--- config.mk ---
export PLATFORM = sky130hd
export DESIGN_NAME = spq_cell
export DESIGN_NICKNAME = d
export VERILOG_FILES = /design/src/hdl/spq_pkg.sv /design/src/hdl/spq_cell.sv
export SDC_FILE = /design/constraint.sdc
export NUM_CORES = 1
export LEC_CHECK = 0
export BUFFER_PORTS_ARGS = -buffer_cell sky130_fd_sc_hd__buf_4
export CORE_AREA = 8 8 144 146
export DETAILED_ROUTE_END_ITERATION = 8
export DIE_AREA = 0 0 152 154
export GPL_ROUTABILITY_DRIVEN = 0
export PLACE_DENSITY = 0.65
export SYNTH_ARGS = -nofsm -noshare
export SYNTH_HDL_FRONTEND = slang
export SYNTH_SLANG_ARGS = --single-unit
--- constraint.sdc ---
create_clock -name i_clk -period 17.2 [get_ports i_clk]
set_clock_uncertainty 0.05 [all_clocks]
set_input_delay 1.72 -clock i_clk [delete_from_list [all_inputs] [get_ports i_clk]]
set_output_delay 1.72 -clock i_clk [all_outputs]
set_load 0.03 [all_outputs]
--- src/hdl/spq_pkg.sv ---
`timescale 1ns / 1ps
// Shared types and codes for the sorted priority queue.
package spq_pkg;

    typedef enum logic [1:0] {
        KIND_INSERT = 2'd0,
        KIND_POP    = 2'd1,
        KIND_LOOKUP = 2'd2,
        KIND_NOP    = 2'd3
    } t_kind;

    typedef enum logic [1:0] {
        STATUS_OK        = 2'd0,
        STATUS_EMPTY     = 2'd1,
        STATUS_FULL      = 2'd2,
        STATUS_NOT_FOUND = 2'd3
    } t_status;

    // Per-cycle command broadcast to every cell of the chain.
    typedef enum logic [1:0] {
        CELL_HOLD   = 2'd0,
        CELL_INSERT = 2'd1,
        CELL_POP    = 2'd2,
        CELL_ROTATE = 2'd3
    } t_cell_op;

    typedef enum logic {
        ST_IDLE = 1'b0,
        ST_SCAN = 1'b1
    } t_state;

endpackage

--- src/hdl/spq_cell.sv ---
`timescale 1ns / 1ps
// One slot of the sorted chain: holds an entry and moves it to or from its neighbors.
module spq_cell #(
    parameter int COORD_BITS = 10,
    parameter int COST_BITS  = 16,
    parameter int CNT_W      = 7,
    parameter int INDEX      = 0
) (
    input  logic                                     i_clk,
    input  spq_pkg::t_cell_op                        i_op,
    input  logic [CNT_W-1:0]                         i_count,
    input  logic [COST_BITS-1:0]                     i_new_cost,
    input  logic [4*COORD_BITS+2*COST_BITS-1:0]      i_new_entry,
    input  logic [4*COORD_BITS+2*COST_BITS-1:0]      i_prev_entry,
    input  logic                                     i_prev_less,
    input  logic [4*COORD_BITS+2*COST_BITS-1:0]      i_next_entry,
    input  logic [4*COORD_BITS+2*COST_BITS-1:0]      i_head_entry,
    output logic [4*COORD_BITS+2*COST_BITS-1:0]      o_entry,
    output logic                                     o_less
);
    import spq_pkg::*;

    localparam int ENTRY_W  = 4*COORD_BITS + 2*COST_BITS;
    localparam int COST_LSB = 4*COORD_BITS;

    logic [ENTRY_W-1:0] r_entry;
    logic [ENTRY_W-1:0] n_entry;
    logic               w_occupied;
    logic               w_wrap;

    assign w_occupied = (CNT_W'(INDEX) < i_count);
    assign w_wrap     = (i_count == CNT_W'(INDEX + 1));
    // strictly lower cost stays ahead of the new entry
    assign o_less     = w_occupied && (r_entry[COST_LSB +: COST_BITS] < i_new_cost);
    assign o_entry    = r_entry;

    always_comb begin
        n_entry = r_entry;
        case (i_op)
            CELL_INSERT: begin
                if (o_less) begin
                    n_entry = r_entry;
                end else if (i_prev_less) begin
                    n_entry = i_new_entry;
                end else begin
                    n_entry = i_prev_entry;
                end
            end
            CELL_POP:    n_entry = i_next_entry;
            CELL_ROTATE: n_entry = w_wrap ? i_head_entry : i_next_entry;
            default:     n_entry = r_entry;
        endcase
    end

    always_ff @(posedge i_clk) begin
        r_entry <= n_entry;
    end

endmodule

==> results.ini <==
[status]
outcome=complete, no violations

[clock_network]
cts_tree=done
insertion_delay_ns=0.33
h-tree-depth=3
clockBufferDepth=2
numCtsBuffers=9
post_cts_resized=0
path_clk_slew_ns=0.07
clock-root-buffer=clkbuf_16
cts_sinks=72
cts_hold_buf=0
postCtsSetupBuffers=0

[grt]
antenna_found_initial=0
grtUsageTotal_pct=16.3
grt_overflow=0
grt_pass1_wl_mm=29.7
grt_pass1_vias=5198
grt_max_degree=74

[placed_design]
portBuffers=387
dp_cells=1046
dp_hpwl_mm=16.6

[setup_path]
r2r_slack_ns=14.08
crit_top_cell=buf_4
slowest_delay_ns=0.67
critPathCaptureType=output port
worstPathCellList=buf_4 > inv_1 > ha_1 > a21oi_1 > nor2_1 > a2111oi_0 > nor4b_1 > buf_4
cp_slowest_cell=nor4b_1
reg2reg_to=o_entry[67]$_DFFE_PP_
crit_required_ns=15.43
cp.arrival_ns=3.55
path_max_fanout=2
worstReg2RegStart=o_entry[51]$_DFFE_PP_
setup.worst_path.class=in -> out
reg2regPathDepth=7
crit_path_start_kind=primary input

[drt]
drt_iter0_markers=188
antenna_left=0
first_pass_iters=4
routedWlPerCell_um=19.0
drc_errors=0
wl_mm=20.1
vias_per_cell=4.70
num_vias=4991

[synthesis]
ys_types=25
synthTopCellsByArea=edfxtp_1, mux2i_1, a211oi_1, nor2b_1, a21oi_1
yosysMostFrequentCell=a21oi_1
synth_common_cells=a21oi_1, a211oi_1, edfxtp_1, mux2i_1, nor2b_1
ys_seq_elements=72
ys_seq_area_share_pct=43.7
ys.flop_type=edfxtp_1
synth_edf_count=72
syn-num-nets=789
ys_async_sr_fraction_pct=0
syn_avg_cell_area_um2=10.8
synth_top_area_share_pct=43.7
synth_warnings=0
syn-instance-count=459
synth.largest_area_cell=edfxtp_1
synth.cell_area_mm2=0.00495

[floorplanning]
ios=388
fp-row-count=50
die_area_mm2=0.0234
fp.dieW_um=152
start_util_pct=26.8
core_region_area_mm2=0.0185
fp.dieH_um=154

[sta]
period_minus_slack_ns=5.32
fin_tns_setup_ns=0
rsz0062_at_grt=no
fmax_mhz=188
slew_headroom_pct=30.6
hold_viol=0
fin_crit_sh_pct=30.9
worst_pin_slew_ns=1.04
drv_slew=0
setup_viol_count_final=0

[cells_and_area]
instances_no_fill=1062
antennaDiodeCount=0
drive_gt1_share_pct=49.6
nets=1153
fillers=1815
area.growth.synth_to_final_pct=67.1
largest_register_ffs=72

[power_and_ir_drop]
vdd_drop_max_mv=0.0398
cellPowerDensity_mw_per_mm2=76.0
p_leak_nw=3.49

[worst_hold_path]
hold_start=i_new_entry[26]
worstHoldEndpoint=o_entry[26]$_DFFE_PP_
worstHoldPathCells=3
min_path_type=in -> reg

[flow_run]
maxCapViolations=0

-- worst max-delay path by stage --
| stage | from | to | slack (ns) | depth (start not counted) |
|---|---|---|---|---|
| 3_3_place_gp | i_new_cost[13] | o_less | 11.99 | 8 |
| 5_1_grt | i_new_cost[13] | o_less | 11.74 | 8 |
| 2_1_floorplan | i_new_cost[15] | o_entry[0]$_DFFE_PP_ | 10.30 | 7 |
| 3_5_place_dp | i_new_cost[13] | o_less | 11.89 | 8 |
| 6_report | i_new_cost[13] | o_less | 11.88 | 8 |
| 4_1_cts | i_new_cost[13] | o_less | 11.89 | 8 |
-- metrics by stage --
stage	setup WS, ns	instance area [um2]	hold WS [ns]	power, mW	util, %
2_1_floorplan	10.30	4950	1.92	0.313	-
3_3_place_gp	11.99	7920	1.91	0.411	42.9
3_5_place_dp	11.89	7920	1.93	0.414	42.9
4_1_cts	11.89	8260	1.66	0.637	44.8
5_1_grt	11.74	8260	1.68	0.656	44.8
6_report	11.88	8260	1.68	0.628	44.8
-- critical path, delay by kind of cell --
family                     cells  cell delay (ns)
AOI/OAI and AO/OA              2             0.42
adders and majority gates      1             0.29
and+or+nand+nor                2             0.72
buffers and inverters          3             0.39
-- cell type report --
| type | count | area [um2] | area share (%) |
|---|---|---|---|
| Multi-Input combinational cell | 329 | 2450 | 29.6 |
| Inverter | 18 | 67.6 | 0.818 |
| Clock buffer | 9 | 225 | 2.73 |
| Timing Repair Buffer | 393 | 2950 | 35.7 |
| Clock inverter | 7 | 119 | 1.44 |
| Tap cell | 234 | 293 | 3.54 |
| Sequential cell | 72 | 2160 | 26.2 |
-- cells in the final DEF, fill, tap and decap left out --
master,n
o21ai_0,2
clkinv_4,1
buf_4,393
nor3_1,1
clkinvlp_4,1
clkbuf_16,9
mux2i_1,72
clkinv_1,1
nor2b_1,72
a221oi_1,1
nor4b_1,1
a21oi_1,76
nor4_4,1
nand2_1,2
nand3_1,2
a21o_1,2
o21bai_4,1
or3_1,1
inv_6,1
nor4_1,1
nor2_1,1
bufinv_16,3
nand4_1,3
a2111oi_0,1
or4_4,1
ha_1,15
a211oi_1,73
edfxtp_1,72
inv_1,18
-- cell families (layout without fill, tap and decap cells) --
| logic type | count (synthesis) | after routing | synth area share [%] |
|---|---|---|---|
| AO/OA/AOI/OAI | 156 | 156 | 19.8 |
| adder cells (fa/ha/maj) | 15 | 15 | 3.79 |
| flip-flops | 72 | 72 | 43.7 |
| AND/OR/NAND/NOR | 86 | 86 | 11.1 |
| multiplexers | 72 | 72 | 14.6 |
| buffers and inverters | 58 | 427 | 7.03 |
-- power breakdown --
part           leakage (nW)  switching [mW]  internal, mW
Sequential            0.709         0.00790         0.218
Clock                 0.164          0.0777         0.142
Combinational          2.62          0.0941        0.0885
Total                  3.49           0.180         0.448
-- layer usage --
layer  track usage, %  vias up  part of all wire, %
met5                0        -                    0
li1                 -     2481                    -
met2             28.9      228                   51
met4             6.14        0                  2.3
met1             18.0     2256                   39
met3             5.33       26                  7.7
No activity file was read; power rests on OpenSTA's default activity.
