**src/hdl/spq_out_fifo.sv**
```systemverilog
`timescale 1ns / 1ps
// Two-deep result buffer: output register plus skid slot.
module spq_out_fifo #(
    parameter int WIDTH = 8
) (
    input  logic             i_clk,
    input  logic             i_rst_n,
    input  logic             i_push,
    input  logic [WIDTH-1:0] i_data,
    output logic             o_full,
    output logic             o_valid,
    input  logic             i_ready,
    output logic [WIDTH-1:0] o_data
);
    logic             r_vld0, r_vld1, n_vld0, n_vld1;
    logic [WIDTH-1:0] r_d0, r_d1, n_d0, n_d1;
    logic             w_pop;

    assign w_pop   = r_vld0 && i_ready;
    assign o_full  = r_vld1;
    assign o_valid = r_vld0;
    assign o_data  = r_d0;

    always_comb begin
        n_vld0 = r_vld0;
        n_vld1 = r_vld1;
        n_d0   = r_d0;
        n_d1   = r_d1;
        if (w_pop) begin
            if (r_vld1) begin
                n_d0   = r_d1;
                n_vld0 = 1'b1;
                n_vld1 = 1'b0;
            end else begin
                n_vld0 = 1'b0;
            end
        end
        if (i_push) begin
            if (!n_vld0) begin
                n_d0   = i_data;
                n_vld0 = 1'b1;
            end else begin
                n_d1   = i_data;
                n_vld1 = 1'b1;
            end
        end
    end

    always_ff @(posedge i_clk) begin
        if (!i_rst_n) begin
            r_vld0 <= 1'b0;
            r_vld1 <= 1'b0;
        end else begin
            r_vld0 <= n_vld0;
            r_vld1 <= n_vld1;
        end
        r_d0 <= n_d0;
        r_d1 <= n_d1;
    end

endmodule

```
**config.mk**
```make
export PLATFORM = sky130hd
export DESIGN_NAME = spq_out_fifo
export DESIGN_NICKNAME = d
export VERILOG_FILES = /design/src/hdl/spq_out_fifo.sv
export SDC_FILE = /design/constraint.sdc
export NUM_CORES = 1
export LEC_CHECK = 0
export ABC_CLOCK_PERIOD_IN_PS = 1800
export BUFFER_PORTS_ARGS = -buffer_cell sky130_fd_sc_hd__buf_2
export CAP_MARGIN = 20
export CORE_MARGIN = 10
export CORE_UTILIZATION = 49
export CTS_CLUSTER_DIAMETER = 80
export DETAILED_ROUTE_END_ITERATION = 8
export GPL_TIMING_DRIVEN = 0
export PLACE_DENSITY = 0.73
export SYNTH_ARGS = -nofsm -noshare
export SYNTH_HDL_FRONTEND = slang
export SYNTH_SLANG_ARGS = --single-unit
```
**constraint.sdc**
```tcl
create_clock -name i_clk -period 1.8 [get_ports i_clk]
set_input_delay 0.18 -clock i_clk [delete_from_list [all_inputs] [get_ports i_clk]]
set_output_delay 0.18 -clock i_clk [all_outputs]
set_load 0.02 [all_outputs]
```
==> flow_summary.yaml, run 1 <==
status:
  outcome: "complete, no violations"
placed_design:
  pre_cts_slack_ps: 334
  place_congestion: 0.685
  dp_hpwl_mm: 1.16
  dp_cells: 100
  portBuffers: 21
  place_area_um2: 902
timing:
  max_slew_margin_pct: 73.7
  clock_skew_ps: 4.78
  rsz0062_at_grt: "no"
  finalHoldViolCount: 0
  maxClockFrequency_mhz: 687
  fin_ws_ps: 344
  fin_crit_ps: 1460
  setup_viol_count_final: 0
  period_share_pct: 80.9
  fin_setup_tns_ps: 0
  worstMarginPinSlew_ps: 393
  maxSlewViolCount: 0
final_layout:
  final_net_count: 101
  stdcell_count: 104
  area_growth_pct: 19.5
  fillers: 137
  drive_above_1_share_pct: 40.9
  layout_commonest_cell: "buf_2"
  diodes: 0
  final_cell_mix: "buf_2 (21), dfxtp_1 (10)"
  final_cell_area_um2: 928
critical_path:
  critPathCaptureType: "flop"
  arrival_ps: 1420
  start_kind: "flop"
  path_buf_inv: 1
  worstPathCellList: "buf_4 > and3_1"
  critPathKind: "reg2reg"
  crit_slowest_cell: "dfxtp_1"
  slowest_delay_ps: 460
  cp_data_required_time_ps: 1760
  cp_max_fo: 10
  cp_top_family: "flip-flops"
clocking:
  cts_max_level: 1
  worstSkewPairLatency_ps: 290
  clk_pin_slew_ps: 100
  cts_resized: 0
  cts_buffers: 3
  postCtsHoldBufs: 0
  clock_path_buffers: 2
  clock_sinks: 18
  post_cts_buffers: 0
  cts_tree: "done"
  cts_root_buf: "clkbuf_4"
floorplanning:
  die_w_um: 59.8
  core_area_um2: 1510
  rows: 14
  die_h_um: 59.8
  floorplan.initialDensity_pct: 51.6
  io_pins: 22
  die-area_um2: 3580
power:
  power_density_nw_per_um2: 940
  power_leakage_nw: 0.398
  vdd_drop_max_mv: 0.671
  power_mw: 0.873
route:
  routed_wirelength_mm: 1.60
  drt_iter0_markers: 20
  wl_per_cell_um: 15.4
  via_per_inst: 5.60
  drtPass1Iterations: 3
  antenna_left: 0
  vias: 582
  drc: 0
global_route:
  grt_pass1_wl_mm: 2.64
  grt_usage_pct: 9.49
  antenna_found_initial: 0
  grt_max_degree: 11
  gr-total-overflow: 0
  grt_pass1_vias: 573
logic_synthesis:
  yosys.area.top_type: "edfxtp_1"
  yosys_warnings: 0
  synth.area.top_cells: "edfxtp_1 (31%), dfxtp_1 (26%), a221oi_2 (15%)"
  ys_seq_area_share_pct: 56.7
  avgSynthCellArea_um2: 12.3
  synthesis.area_um2: 777
  synth_top_area_share_pct: 30.9
  postSynthRegisterBits: 18
  netlist_instances: 63
  yosys.cell_types.count: 18
  syn-num-nets: 75
hold_path:
  holdCritPathClass: "in2reg"
flow_run:
  max_cap_violations: 0
## where the power goes
| part | switching, mW | internal [mW] |
|---|---|---|
| combinational | 0.106 | 0.0762 |
| sequential | 0.0246 | 0.460 |
| clock | 0.119 | 0.0862 |
| total | 0.250 | 0.623 |
## cells in the mapped netlist
master	n
dfxtp_1	10
o22ai_1	8
nand2b_1	1
edfxtp_1	8
and2_1	1
a221oi_2	8
and3_1	1
nand2b_4	1
inv_1	8
buf_4	1
a21o_1	1
nor2_1	8
buf_6	1
o2bb2ai_1	1
nand2_1	1
a21oi_1	2
nor2b_1	1
a21boi_4	1
## sequential cells by signal (all words and copies together), names as in the netlist
register	flops
o_valid	1
o_full	1
r_d1	8
o_data	8
## per-stage QoR
| step | util, % | hold slack (ps) |
|---|---|---|
| final | 61.6 | 68.9 |
| after global routing | 61.6 | 67.7 |
| after CTS | 61.6 | 68.6 |
| after detailed placement | 59.9 | 372 |
| after global placement | 59.9 | 371 |
| after floorplan | - | 279 |
## worst paths after layout
| path | startpoint | endpoint | slack [ps] | cells after the start |
|---|---|---|---|---|
| setup / recovery | o_valid | r_d1[1] | 340 | 2 |
| hold / removal | i_data[7] | r_d1[7] | 70 | 1 |
| setup reg to reg | o_valid | r_d1[1] | 340 | 2 |
| hold reg to reg | o_data[5] | o_data[5] | 540 | 2 |
## logic make-up after synthesis
kind of cell / count (synthesis) / share of synthesized area [%]
AO/OA/AOI/OAI: 21 / 27.7
buffers and inverters: 10 / 6.28
flip-flops: 18 / 56.7
AND/OR/NAND/NOR: 14 / 9.34
## routing by layer
| metal | global-route usage, % | vias to the layer above | part of all wire [%] |
|---|---|---|---|
| li1 | - | 290 | - |
| met1 | 11.9 | 269 | 44 |
| met3 | 3.18 | 5 | 7.5 |
| met4 | 6.09 | 0 | 2.4 |
| met5 | 0 | - | 0 |
| met2 | 13.4 | 18 | 46 |
## final cells by class
type	count	area, um^2	area share (%)
Buffer	2	18.8	2.02
Clock buffer	4	26.3	2.83
Inverter	8	30.0	3.23
Multi-Input combinational cell	35	288	31.0
Sequential cell	18	440	47.4
Tap cell	16	20.0	2.16
Timing Repair Buffer	21	105	11.3
## worst reg2reg max path, delay by kind of cell (launching register included)
kind | cells | cell delay, ps
buffers and inverters | 1 | 260
and+or+nand+nor | 1 | 410
DFF | 1 | 460
No activity file was read; power rests on OpenSTA's default activity.
==> run 2, diff against run 1 <==
--- a/config.mk
+++ b/config.mk
@@ -5,7 +5,7 @@
 export SDC_FILE = /design/constraint.sdc
 export NUM_CORES = 1
 export LEC_CHECK = 0
-export ABC_CLOCK_PERIOD_IN_PS = 1800
+export ABC_CLOCK_PERIOD_IN_PS = 1500
 export BUFFER_PORTS_ARGS = -buffer_cell sky130_fd_sc_hd__buf_2
 export CAP_MARGIN = 20
 export CORE_MARGIN = 10
==> constraint.sdc (replaced) <==
create_clock -name i_clk -period 1.5 [get_ports i_clk]
set_input_delay 0.15 -clock i_clk [delete_from_list [all_inputs] [get_ports i_clk]]
set_output_delay 0.15 -clock i_clk [all_outputs]
set_load 0.02 [all_outputs]
==> flow_summary.yaml, run 2 (synthesis results as in run 1) <==
route:
  routed_wirelength_mm: 1.61
  antenna_left: 0
  drtPass1Iterations: 3
  vias: 580
  via_per_inst: 5.58
  wl_per_cell_um: 15.4
  drt_iter0_markers: 20
  drc: 0
critical_path:
  cp_top_family: "flip-flops"
  start_kind: "flop"
  worstPathCellList: "buf_4 > and3_2"
  critPathCaptureType: "flop"
  arrival_ps: 1340
  cp_data_required_time_ps: 1490
  cp_max_fo: 10
  critPathKind: "reg2reg"
  slowest_delay_ps: 460
  crit_slowest_cell: "dfxtp_1"
  path_buf_inv: 1
timing:
  finalHoldViolCount: 0
  fin_ws_ps: 154
  fin_crit_ps: 1350
  maxClockFrequency_mhz: 743
  worstMarginPinSlew_ps: 393
  setup_viol_count_final: 0
  fin_setup_tns_ps: 0
  period_share_pct: 89.7
  rsz0062_at_grt: "no"
  clock_skew_ps: 4.85
  maxSlewViolCount: 0
  max_slew_margin_pct: 73.7
floorplanning:
  rows: 14
  io_pins: 22
  die_w_um: 59.8
  die_h_um: 59.8
  floorplan.initialDensity_pct: 51.6
  core_area_um2: 1510
  die-area_um2: 3580
power:
  p_int_mw: 0.748
  vdd_drop_max_mv: 0.805
  clkPwrFrac_pct: 23.5
  power_density_nw_per_um2: 1130
  seqPwrFrac_pct: 55.5
  netSwitchingFraction_pct: 28.7
  power_leakage_nw: 0.398
  combPwrFrac_pct: 20.9
  switching_power_mw: 0.300
placed_design:
  place_congestion: 0.685
  dp_cells: 100
  portBuffers: 21
  dp_hpwl_mm: 1.16
  pre_cts_slack_ps: 34.3
clocking:
  post_cts_buffers: 0
  cts_resized: 0
  cts_max_level: 1
  cts_tree: "done"
  worstSkewPairLatency_ps: 290
  cts_buffers: 3
  clock_path_buffers: 2
  postCtsHoldBufs: 0
  clock_sinks: 18
  cts_root_buf: "clkbuf_4"
  clk_pin_slew_ps: 100
global_route:
  grt_max_degree: 11
  grt_pass1_wl_mm: 2.64
  gr-total-overflow: 0
  grt_usage_pct: 9.49
  antenna_found_initial: 0
  grt_pass1_vias: 573
final_layout:
  layout_commonest_cell: "buf_2"
  post-route-util_pct: 61.7
  area_growth_pct: 19.6
  final_cell_mix: "buf_2 (21), dfxtp_1 (10)"
  drive_above_1_share_pct: 42.0
  diodes: 0
  final_net_count: 101
  fillers: 136
  stdcell_count: 104
status:
  outcome: "complete, no violations"
hold_path:
  holdCritPathClass: "in2reg"
flow_run:
  max_cap_violations: 0
## run 2: cell counts in the layout (fill, tap and decap cells not counted)
No cell type changed its count.
## run 2: cell type report
| class | instances | area (um^2) | area share (%) |
|---|---|---|---|
| multi-input cells | 35 | 289 | 31.1 |
| clock buffers | 4 | 26.3 | 2.83 |
| plain buffers | 2 | 18.8 | 2.02 |
| flip-flops and latches | 18 | 440 | 47.4 |
| inverters | 8 | 30.0 | 3.23 |
| repair buffers | 21 | 105 | 11.3 |
| well taps | 16 | 20.0 | 2.15 |
## run 2: worst paths after layout
check,start,end,slack [ps],cells after the start
max,o_valid,r_d1[1],150,2
min,i_data[7],r_d1[7],40,1
max reg2reg,o_valid,r_d1[1],150,2
min reg2reg,o_data[5],o_data[5],540,2
## run 2: power groups by stage
stage	Combinational, mW	Sequential [mW]	Clock [mW]
global route	0.240	0.587	0.263
CTS	0.223	0.581	0.247
finish	0.219	0.582	0.246
global placement	0.220	0.591	0
detailed placement	0.222	0.593	0
floorplan	0.107	0.632	0
## run 2: metrics by stage
| step | instance area, um^2 | hold slack [ps] | total power, mW |
|---|---|---|---|
| 2_1_floorplan | 777 | 249 | 0.739 |
| 3_3_place_gp | 902 | 341 | 0.811 |
| 3_5_place_dp | 902 | 342 | 0.815 |
| 4_1_cts | 928 | 38.6 | 1.05 |
| 5_1_grt | 930 | 37.7 | 1.09 |
| 6_report | 930 | 38.9 | 1.05 |
## run 2: worst register-to-register path, delay by kind of cell, from the launching register on
kind                   cells  cell delay [ps]
DFF                        1              460
buffers and inverters      1              260
and+or+nand+nor            1              330
## run 2: routing by layer
metal | GRT usage [%] | vias to the layer above | part of all wire, %
met5 | 0 | - | 0
met4 | 6.09 | 0 | 2.4
met3 | 3.18 | 5 | 7.5
met2 | 13.4 | 18 | 46
met1 | 11.9 | 268 | 44
li1 | - | 289 | -
